`src/sv/lhpe_pkg.sv`:
```
// ============================================================================
// lhpe_pkg
// Shared types and constants of the log2 histogram percentile engine.
// ============================================================================
`default_nettype none

package lhpe_pkg;

   // Field widths that the interface fixes.
   localparam int COUNT_W   = 64;
   localparam int PCT_W     = 7;
   localparam int NUM_PCT   = 3;
   localparam int CSR_IDX_W = 2;
   localparam int PROD_W    = COUNT_W + PCT_W;
   localparam int PCT_SCALE = 100;

   // Request commands.
   localparam logic CMD_ADD    = 1'b0;
   localparam logic CMD_REPORT = 1'b1;

   // Configuration register indexes.
   localparam logic [CSR_IDX_W-1:0] CSR_PCT_FIRST  = 2'd0;
   localparam logic [CSR_IDX_W-1:0] CSR_PCT_SECOND = 2'd1;
   localparam logic [CSR_IDX_W-1:0] CSR_PCT_THIRD  = 2'd2;

   // Percent levels after reset.
   localparam logic [PCT_W-1:0] PCT_FIRST_RESET  = 7'd50;
   localparam logic [PCT_W-1:0] PCT_SECOND_RESET = 7'd95;
   localparam logic [PCT_W-1:0] PCT_THIRD_RESET  = 7'd99;

   typedef struct packed {
      logic        command;
      logic        direction;
      logic [4:0]  slot;
      logic [31:0] slot_add;
      logic [63:0] count_add;
      logic [63:0] bytes_add;
   } req_type;

   typedef struct packed {
      logic        out_direction;
      logic [63:0] op_count;
      logic [63:0] op_bytes;
      logic [31:0] value_first;
      logic [31:0] value_second;
      logic [31:0] value_third;
      logic [32:0] max_value;
      logic        last;
   } rsp_type;

   // Controller to datapath commands.
   typedef struct packed {
      logic add_capture;
      logic add_write;
      logic load;
      logic load_dir;
      logic scan_step;
      logic rsp_load;
      logic clear_all;
   } dp_cmd_type;

   // Datapath to controller status.
   typedef struct packed {
      logic totals_zero;
      logic scan_last;
      logic pipe_busy;
      logic rsp_free;
   } dp_sts_type;

endpackage

`default_nettype wire

```
`src/sv/lhpe_ctrl.sv`:
```
// ============================================================================
// lhpe_ctrl
// Sequencer for add and report beats of the histogram percentile engine.
// ============================================================================
`default_nettype none

module lhpe_ctrl (
   input  wire logic                  clock,
   input  wire logic                  reset,
   input  wire logic                  req_valid,
   input  wire logic                  req_command,
   output logic                       req_stall,
   input  wire lhpe_pkg::dp_sts_type  sts,
   output lhpe_pkg::dp_cmd_type       cmd
);

   typedef enum logic [2:0] {
      ST_IDLE,
      ST_ADD_WR,
      ST_LOAD,
      ST_SCAN,
      ST_DRAIN,
      ST_EMIT
   } state_type;

   state_type state_ff, state_in;
   logic      dir_ff, dir_in;
   logic      req_accept;

   assign req_stall  = (state_ff != ST_IDLE);
   assign req_accept = req_valid && !req_stall;

   always_comb begin
      state_in = state_ff;
      dir_in   = dir_ff;
      cmd      = '0;
      cmd.load_dir = dir_ff;
      unique case (state_ff)
         ST_IDLE: begin
            if (req_accept) begin
               if (req_command == lhpe_pkg::CMD_ADD) begin
                  cmd.add_capture = 1'b1;
                  state_in        = ST_ADD_WR;
               end else if (sts.totals_zero) begin
                  // Nothing to report: clear and stay idle.
                  cmd.clear_all = 1'b1;
               end else begin
                  dir_in   = 1'b0;
                  state_in = ST_LOAD;
               end
            end
         end
         ST_ADD_WR: begin
            cmd.add_write = 1'b1;
            state_in      = ST_IDLE;
         end
         ST_LOAD: begin
            cmd.load = 1'b1;
            state_in = ST_SCAN;
         end
         ST_SCAN: begin
            cmd.scan_step = 1'b1;
            if (sts.scan_last) begin
               state_in = ST_DRAIN;
            end
         end
         ST_DRAIN: begin
            if (!sts.pipe_busy) begin
               state_in = ST_EMIT;
            end
         end
         ST_EMIT: begin
            if (sts.rsp_free) begin
               cmd.rsp_load = 1'b1;
               if (dir_ff) begin
                  cmd.clear_all = 1'b1;
                  state_in      = ST_IDLE;
               end else begin
                  dir_in   = 1'b1;
                  state_in = ST_LOAD;
               end
            end
         end
         default: state_in = ST_IDLE;
      endcase
   end

   always_ff @(posedge clock) begin
      if (reset) begin
         state_ff <= ST_IDLE;
         dir_ff   <= 1'b0;
      end else begin
         state_ff <= state_in;
         dir_ff   <= dir_in;
      end
   end

   a_scan_follows_load: assert property (@(posedge clock) disable iff (reset)
      (state_ff == ST_SCAN && $past(state_ff) != ST_SCAN) |-> $past(state_ff == ST_LOAD))
      else $error("scan started without loading the report context");

   a_emit_write_after_read: assert property (@(posedge clock) disable iff (reset)
      (cmd.rsp_load && dir_ff) |-> (state_ff == ST_EMIT))
      else $error("write result loaded outside the emit step");

   a_stall_while_busy: assert property (@(posedge clock) disable iff (reset)
      (cmd.scan_step || cmd.add_write) |-> req_stall)
      else $error("request taken while the datapath is busy");

endmodule

`default_nettype wire

```
`config.mk`:
```
export PLATFORM = sky130hd
export DESIGN_NAME = lhpe_ctrl
export DESIGN_NICKNAME = d
export VERILOG_FILES = /design/src/sv/lhpe_pkg.sv /design/src/sv/lhpe_ctrl.sv
export SDC_FILE = /design/constraint.sdc
export NUM_CORES = 1
export LEC_CHECK = 0
export ABC_CLOCK_PERIOD_IN_PS = 4100
export BUFFER_PORTS_ARGS = -buffer_cell sky130_fd_sc_hd__buf_2
export CORE_AREA = 2 2 39 41
export CTS_CLUSTER_DIAMETER = 50
export DETAILED_ROUTE_END_ITERATION = 10
export DIE_AREA = 0 0 41 43
export HOLD_SLACK_MARGIN = 0.15
export PLACE_DENSITY_LB_ADDON = 0.12
export SETUP_SLACK_MARGIN = 0.5
export SKIP_CTS_REPAIR_TIMING = 1
export SLEW_MARGIN = 20
export SYNTH_ARGS = -nofsm -noshare
export SYNTH_HDL_FRONTEND = slang
export SYNTH_SLANG_ARGS = --single-unit
```
`constraint.sdc`:
```
create_clock -name clock -period 4.1 [get_ports clock]
set_clock_uncertainty 0.1 [all_clocks]
set_input_delay 0.41 -clock clock [delete_from_list [all_inputs] [get_ports clock]]
set_output_delay 0.41 -clock clock [all_outputs]
set_load 0.02 [all_outputs]
```
==> results of run 1 <==
## kinds of logic after synthesis
family / count (synthesis) / synth area share, %
AO/OA/AOI/OAI: 8 / 16.9
flip-flops: 4 / 24.5
buffers and inverters: 7 / 12.3
AND/OR/NAND/NOR: 25 / 41.8
multiplexers: 1 / 4.60
## flip-flops by register name, summed over array words and instances, names as in the netlist
name,count
dir_ff,1
state_ff,3
## area by class of cell
type / count / area [um2] / share of cell area, %
timing repair buffer: 15 / 75.1 / 18.1
tap: 16 / 20.0 / 4.82
multi-input combinational: 34 / 206 / 49.7
clock buffer: 3 / 22.5 / 5.42
inverter: 3 / 11.3 / 2.71
sequential: 4 / 80.1 / 19.3
## layout by cell type (no fill, tap or decap), drive strengths merged, types with 2 or more instances in the layout
master,instances
inv,3
nor3,3
clkbuf,3
nand2,5
buf,15
nor3b,5
nor2,6
a21oi,3
nor2b,2
dfxtp,4
nand2b,2
## layer usage
| metal | vias to the layer above | global-route usage (%) |
|---|---|---|
| met5 | - | 0 |
| met1 | 145 | 15.7 |
| met2 | 13 | 12.8 |
| met3 | 0 | 0 |
| li1 | 185 | - |
| met4 | 0 | 12.0 |
## per-stage QoR
| stage | util [%] | hold WS, ns | power, mW | std cells | worst slack (ns) |
|---|---|---|---|---|---|
| detailed placement | 28.4 | 0.415 | 0.120 | 72 | 2.45 |
| floorplan | - | 0.382 | 0.102 | 45 | 2.37 |
| CTS | 30.0 | 0.302 | 0.173 | 75 | 2.19 |
| global placement | 28.4 | 0.427 | 0.121 | 72 | 2.44 |
| global route | 30.0 | 0.319 | 0.181 | 75 | 2.06 |
| finish | 30.0 | 0.310 | 0.170 | 75 | 2.20 |
## power by group through the flow
stage | Sequential [mW] | Clock, mW | Combinational, mW
5_1_grt | 0.0573 | 0.0540 | 0.0697
2_1_floorplan | 0.0461 | 0 | 0.0559
3_3_place_gp | 0.0567 | 0 | 0.0644
3_5_place_dp | 0.0562 | 0 | 0.0640
6_report | 0.0556 | 0.0508 | 0.0636
4_1_cts | 0.0556 | 0.0531 | 0.0644
## final timing paths
path                                                from  slack, ns  cells after the start                  endpoint
worst max-delay path            state_ff[0]$_SDFFE_PP0P_       2.20                      4                    cmd[6]
worst min register to register       dir_ff$_SDFFE_PP0P_       0.42                      2       dir_ff$_SDFFE_PP0P_
worst min-delay path                               reset       0.31                      2  state_ff[2]$_SDFFE_PP0P_
worst max register to register  state_ff[2]$_SDFFE_PP0P_       2.58                      4  state_ff[0]$_SDFFE_PP0P_
## worst register-to-register path: stages (launching register included)
cell and delay (ns):
dfxtp_1 0.51, nand3b_2 0.21, nor2_1 0.05, o22a_1 0.24
mux2_4 0.30
==> summary.md, run 1 <==
| Metric | Value |
|---|---|
| Status | `completed` |
| Pint | `0.106 mW` |
| Worst path required time | `3.59 ns` |
| Grt total ovfl | `0` |
| Final ANT Viol Nets | `0` |
| Maximum vdd drop | `106 uV` |
| Tot GR Track Use | `10.8%` |
| CTS tree | `done` |
| Nets | `69` |
| Syn-to-layout area delta | `27.2%` |
| Highest routed layer | `met3` |
| Library cells used by synthesis | `20` |
| Number of synthesized flops with an enable pin | `0` |
| Row count | `14` |
| H-Tree Depth | `1` |
| HP Class | `in2reg` |
| Cell Pwr Density | `409 mW/mm2` |
| RSZ-0062 raised after global routing | `no` |
| Clk sinks | `4` |
| Relative slew slack | `74.1%` |
| FILL cells | `163` |
| Die span in y | `43 um` |
| Post-route minimum period | `1.90 ns` |
| Period utilization | `46.3%` |
| Post-layout instance area | `415 um2` |
| TritonCTS Buffers | `3` |
| Final setup vio count | `0` |
| Worst-path cell chain | `nor3_1, nand2_1, nor2_1, buf_2` |
| WP data arrival | `1.39 ns` |
| Syn avg cell area | `7.26 um2` |
| Routed met2 length | `357 um` |
| First-pass GRT wire length | `1.21 mm` |
| Max Slew Vio Count | `0` |
| Flop and latch count out of synthesis | `4` |
| Worst-path maximum fanout | `12` |
| HPWL Detailed | `590 um` |
| Clock Power Share | `29.9%` |
| M1 wire length | `390 um` |
| Worst path bufs/invs | `1` |
| Die ar. | `0.00176 mm2` |
| Top post-synthesis cells by count | `6 x nor2_1, 5 x nand2_1, 5 x nor3b_1` |
| Post-synth top flop | `dfxtp_1` |
| Initial core utilization | `23.6%` |
| Vias in the first global route | `290` |
| WL/cell | `10.7 um` |
| Post-Place Cell Area | `393 um2` |
| Placeable Area | `0.00138 mm2` |
| Critical path endpoint category | `output pin` |
| Crit path max-delay cell type | `dfxtp_1` |
| MaxCap Viol Count | `0` |
| Sw Ratio | `37.9%` |
| Worst-skew pair later-pin latency | `0.24 ns` |
| Worst setup SP type | `flip-flop` |
| Max Fclk | `0.527 GHz` |
| Largest cells by area after synthesis | `dfxtp_1 25%, nor3b_1 11%, nor2_1 6.9%` |
| Residual DRC count | `0` |
| Layout cells sized above 1 | `33.9%` |
| Delay-heaviest family, CP | `simple AND/OR/NAND/NOR gates` |
| Root buf cell | `clkbuf_4` |
| Sequential share of power | `32.7%` |
| Largest net degree at the start of global routing | `13` |
| Largest area contributor in the netlist | `dfxtp_1` |
| Yosys warns | `0` |
| Async SR Flop Fraction | `0%` |
| Synthesized Nets | `53` |
| Gate Count Post-Synth | `45` |
| Synthesized cell area | `327 um2` |
| Comb pwr share | `37.4%` |
| Pre-antenna DRT Iters | `4` |
| Routed via count | `343` |
| Clock-pin slew on the worst setup and hold paths | `0.04 ns` |
| I/O pins | `16` |
| Area share of the largest cell type after synthesis | `24.5%` |
| Leakage | `0.202 nW` |
| Clock buffer depth | `2` |
| Slowest cell delay on critical path | `0.41 ns` |
| Crit Path Class | `reg2out` |
| Placer Congestion | `0.628` |
| Antenna diode count | `0` |
| Net Switching | `0.0644 mW` |
| Routed wire length | `801 um` |
| Most common cell in the netlist | `nor2_1` |
| Chip Width | `41 um` |
| Initial antenna violation count | `0` |
| Routed wl met3 | `53 um` |
| Slew @ Worst Pin | `0.378 ns` |
| DRT iter0 DRCs | `7` |
| Seq/Total Area, Yosys | `24.5%` |
| Routed vias/inst | `4.57` |
| Total Neg Setup Slack | `0 ns` |
| Input/output buffers | `15` |
| Final hold vios | `0` |
Power figures use the tool's default switching activity.
==> run 2, diff against run 1 <==
ABC_CLOCK_PERIOD_IN_PS = 1550   (was 4100)
clock period = 1.55 ns   (was 4.1 ns; I/O delays follow)
==> run 2 against run 1 <==
Via count increased by 16%. Final area is 53% higher. Wire length rose by 34%. Total power increased to 3.5 times the previous value. Sequential power increased to 2.8 times the previous value. Die area stayed put. Count of clock-buffer cells in the layout stayed put. Cell count up 12%. Non-clock buffer count increased by 9. Largest power group unchanged. Highest routed layer is now met4.
==> summary.md, run 2 (synthesis gave the netlist of run 1 again) <==
| Metric | Value |
|---|---|
| Status | `completed` |
| Post-Place Cell Area | `419 um2 (+6.7%)` |
| Largest regs | `state_ff x3, dir_ff x1` |
| Final hold vios | `0 (unchanged)` |
| Root buf cell | `clkbuf_4` |
| Vias in the first global route | `284 (-2.1%)` |
| Slowest cell delay on critical path | `0.52 ns (+0.11 ns)` |
| Final Power | `0.600 mW (+250%)` |
| H-Tree Depth | `1 (unchanged)` |
| Pre-antenna DRT Iters | `4 (unchanged)` |
| Row count | `14 (unchanged)` |
| Post-route minimum period | `1.53 ns` |
| Period utilization | `99.0%` |
| Antenna diode count | `0 (unchanged)` |
| First-pass GRT wire length | `1.26 mm (+3.4%)` |
| Layout cells sized above 1 | `70.6% (+37 points)` |
| Largest net degree at the start of global routing | `12 (-1)` |
| Final setup vio count | `0 (unchanged)` |
| DRT iter0 DRCs | `11 (+4)` |
| TritonCTS Buffers | `3 (unchanged)` |
| Post-layout instance area | `637 um2 (+53%)` |
| Worst-path maximum fanout | `6 (-6)` |
| Slew @ Worst Pin | `0.567 ns (+0.189 ns)` |
| Maximum vdd drop | `342 uV (+220%)` |
| Input/output buffers | `15 (unchanged)` |
| Residual DRC count | `0 (unchanged)` |
| Die ar. | `0.00176 mm2 (unchanged)` |
| Grt total ovfl | `0 (unchanged)` |
| Routed via count | `399 (+16%)` |
| Die span in y | `43 um (unchanged)` |
| Relative slew slack | `61.2% (-13 points)` |
| Initial antenna violation count | `0 (unchanged)` |
| RSZ-0062 raised after global routing | `yes` |
| Clk sinks | `4 (unchanged)` |
| Commonest cells after routing, fill and taps aside | `10 x buf_4, 7 x buf_2, 6 x buf_6` |
| Max Slew Vio Count | `0 (unchanged)` |
| Syn-to-layout area delta | `95.0%` |
| I/O pins | `16 (unchanged)` |
| Worst path required time | `1.62 ns (-1.97 ns)` |
| Worst r2r src | `state_ff[2]$_SDFFE_PP0P_` |
| Worst-path cell chain | `buf_6, nor3b_1, a2111oi_0, mux2_4` |
| CP endpoint | `state_ff[0]$_SDFFE_PP0P_` |
| Leakage | `0.308 nW (+52%)` |
| WL/cell | `12.8 um (+20%)` |
| Hold WS | `0.0746 ns (-0.235 ns)` |
| Routed wire length | `1.07 mm (+34%)` |
| Chip Width | `41 um (unchanged)` |
| MaxCap Viol Count | `0 (unchanged)` |
| WP data arrival | `1.61 ns (+0.22 ns)` |
| Finished Core Util | `46.0% (+16 points)` |
| Clock buffer depth | `2 (unchanged)` |
| Worst path depth | `4 (unchanged)` |
| CTS tree | `done` |
| Max Fclk | `0.652 GHz` |
| Final ANT Viol Nets | `0 (unchanged)` |
| Tot GR Track Use | `10.8% (+0.011 points)` |
| HPWL Detailed | `639 um (+8.4%)` |
| Initial core utilization | `23.6% (unchanged)` |
| RR Endpoint | `state_ff[0]$_SDFFE_PP0P_` |
| Crit Path Class | `reg2reg` |
| Nets | `78 (+13%)` |
| Largest register FFs | `3 (unchanged)` |
| Routed vias/inst | `4.75 (+3.9%)` |
| Crit path max-delay cell type | `a2111oi_0` |
| Critical path endpoint category | `flip-flop` |
| HP Class | `in2reg` |
| Register with the most flip-flops | `state_ff` |
| Total Neg Setup Slack | `0 ns (unchanged)` |
| Worst reg2reg path depth | `4 (unchanged)` |
| Worst setup SP type | `flip-flop` |
| Delay-heaviest family, CP | `compound AO/OA/AOI/OAI gates` |
| Commonest non-fill, non-tap cell in the layout | `buf_4` |
| Placeable Area | `0.00138 mm2 (unchanged)` |
| Placer Congestion | `0.646 (+2.9%)` |
| Worst-skew pair later-pin latency | `0.24 ns (about the same)` |
| Clock-pin slew on the worst setup and hold paths | `0.04 ns (about the same)` |
| Reg2reg setup slack | `0.02 ns (-2.56 ns)` |
| CP startpoint | `state_ff[2]$_SDFFE_PP0P_` |
| Worst path bufs/invs | `1 (unchanged)` |
| Cell Pwr Density | `942 mW/mm2 (+130%)` |
## run 2: changes by cell type in the layout (fill, tap and decap cells not counted), sizes merged
cell and delta:
buf +8, dlygate4sd3 +1
## run 2: final cells by class
cell class	instances	area [um2]
flip-flops and latches	4	91.3
repair buffers	24	188
inverters	3	11.3
clock buffers	3	22.5
fillers	136	747
multi-input cells	34	304
well taps	16	20.0
## run 2: power by group
part | switching, mW | internal [mW] | total, mW
Sequential | 0.0337 | 0.119 | 0.153
Clock | 0.0475 | 0.0870 | 0.134
Combinational | 0.139 | 0.173 | 0.313
## run 2: metal layers
layer  track usage (%)  up-vias  wire (um)
li1                  -      201          -
met1              15.1      178        444
met2              13.4       18        545
met3              3.14        2         68
met4              8.00        0         14
met5                 0        -          0
## run 2: per-stage QoR
| step | setup slack (ns) | instances |
|---|---|---|
| 2_1_floorplan | 0.196 | 45 |
| 3_3_place_gp | 0.0823 | 73 |
| 3_5_place_dp | 0.0558 | 73 |
| 4_1_cts | -0.110 | 76 |
| 5_1_grt | -0.0329 | 84 |
| 6_report | 0.0158 | 84 |
## run 2: worst reg2reg max path: stages, from the launching register on
cell	delay, ns
dfxtp_4	0.40
buf_6	0.14
nor3b_1	0.06
a2111oi_0	0.52
mux2_4	0.25
## run 2: how the worst min path moves through the flow
stage                     cells past startpoint                  endpoint  slack, ns    from
after floorplan                               1  state_ff[2]$_SDFFE_PP0P_       0.13   reset
after global placement                        2  state_ff[1]$_SDFFE_PP0P_       0.32  sts[2]
after detailed placement                      2  state_ff[1]$_SDFFE_PP0P_       0.29  sts[2]
after CTS                                     2  state_ff[1]$_SDFFE_PP0P_       0.05  sts[2]
after global routing                          2  state_ff[1]$_SDFFE_PP0P_       0.07  sts[2]
final                                         2  state_ff[1]$_SDFFE_PP0P_       0.07  sts[2]
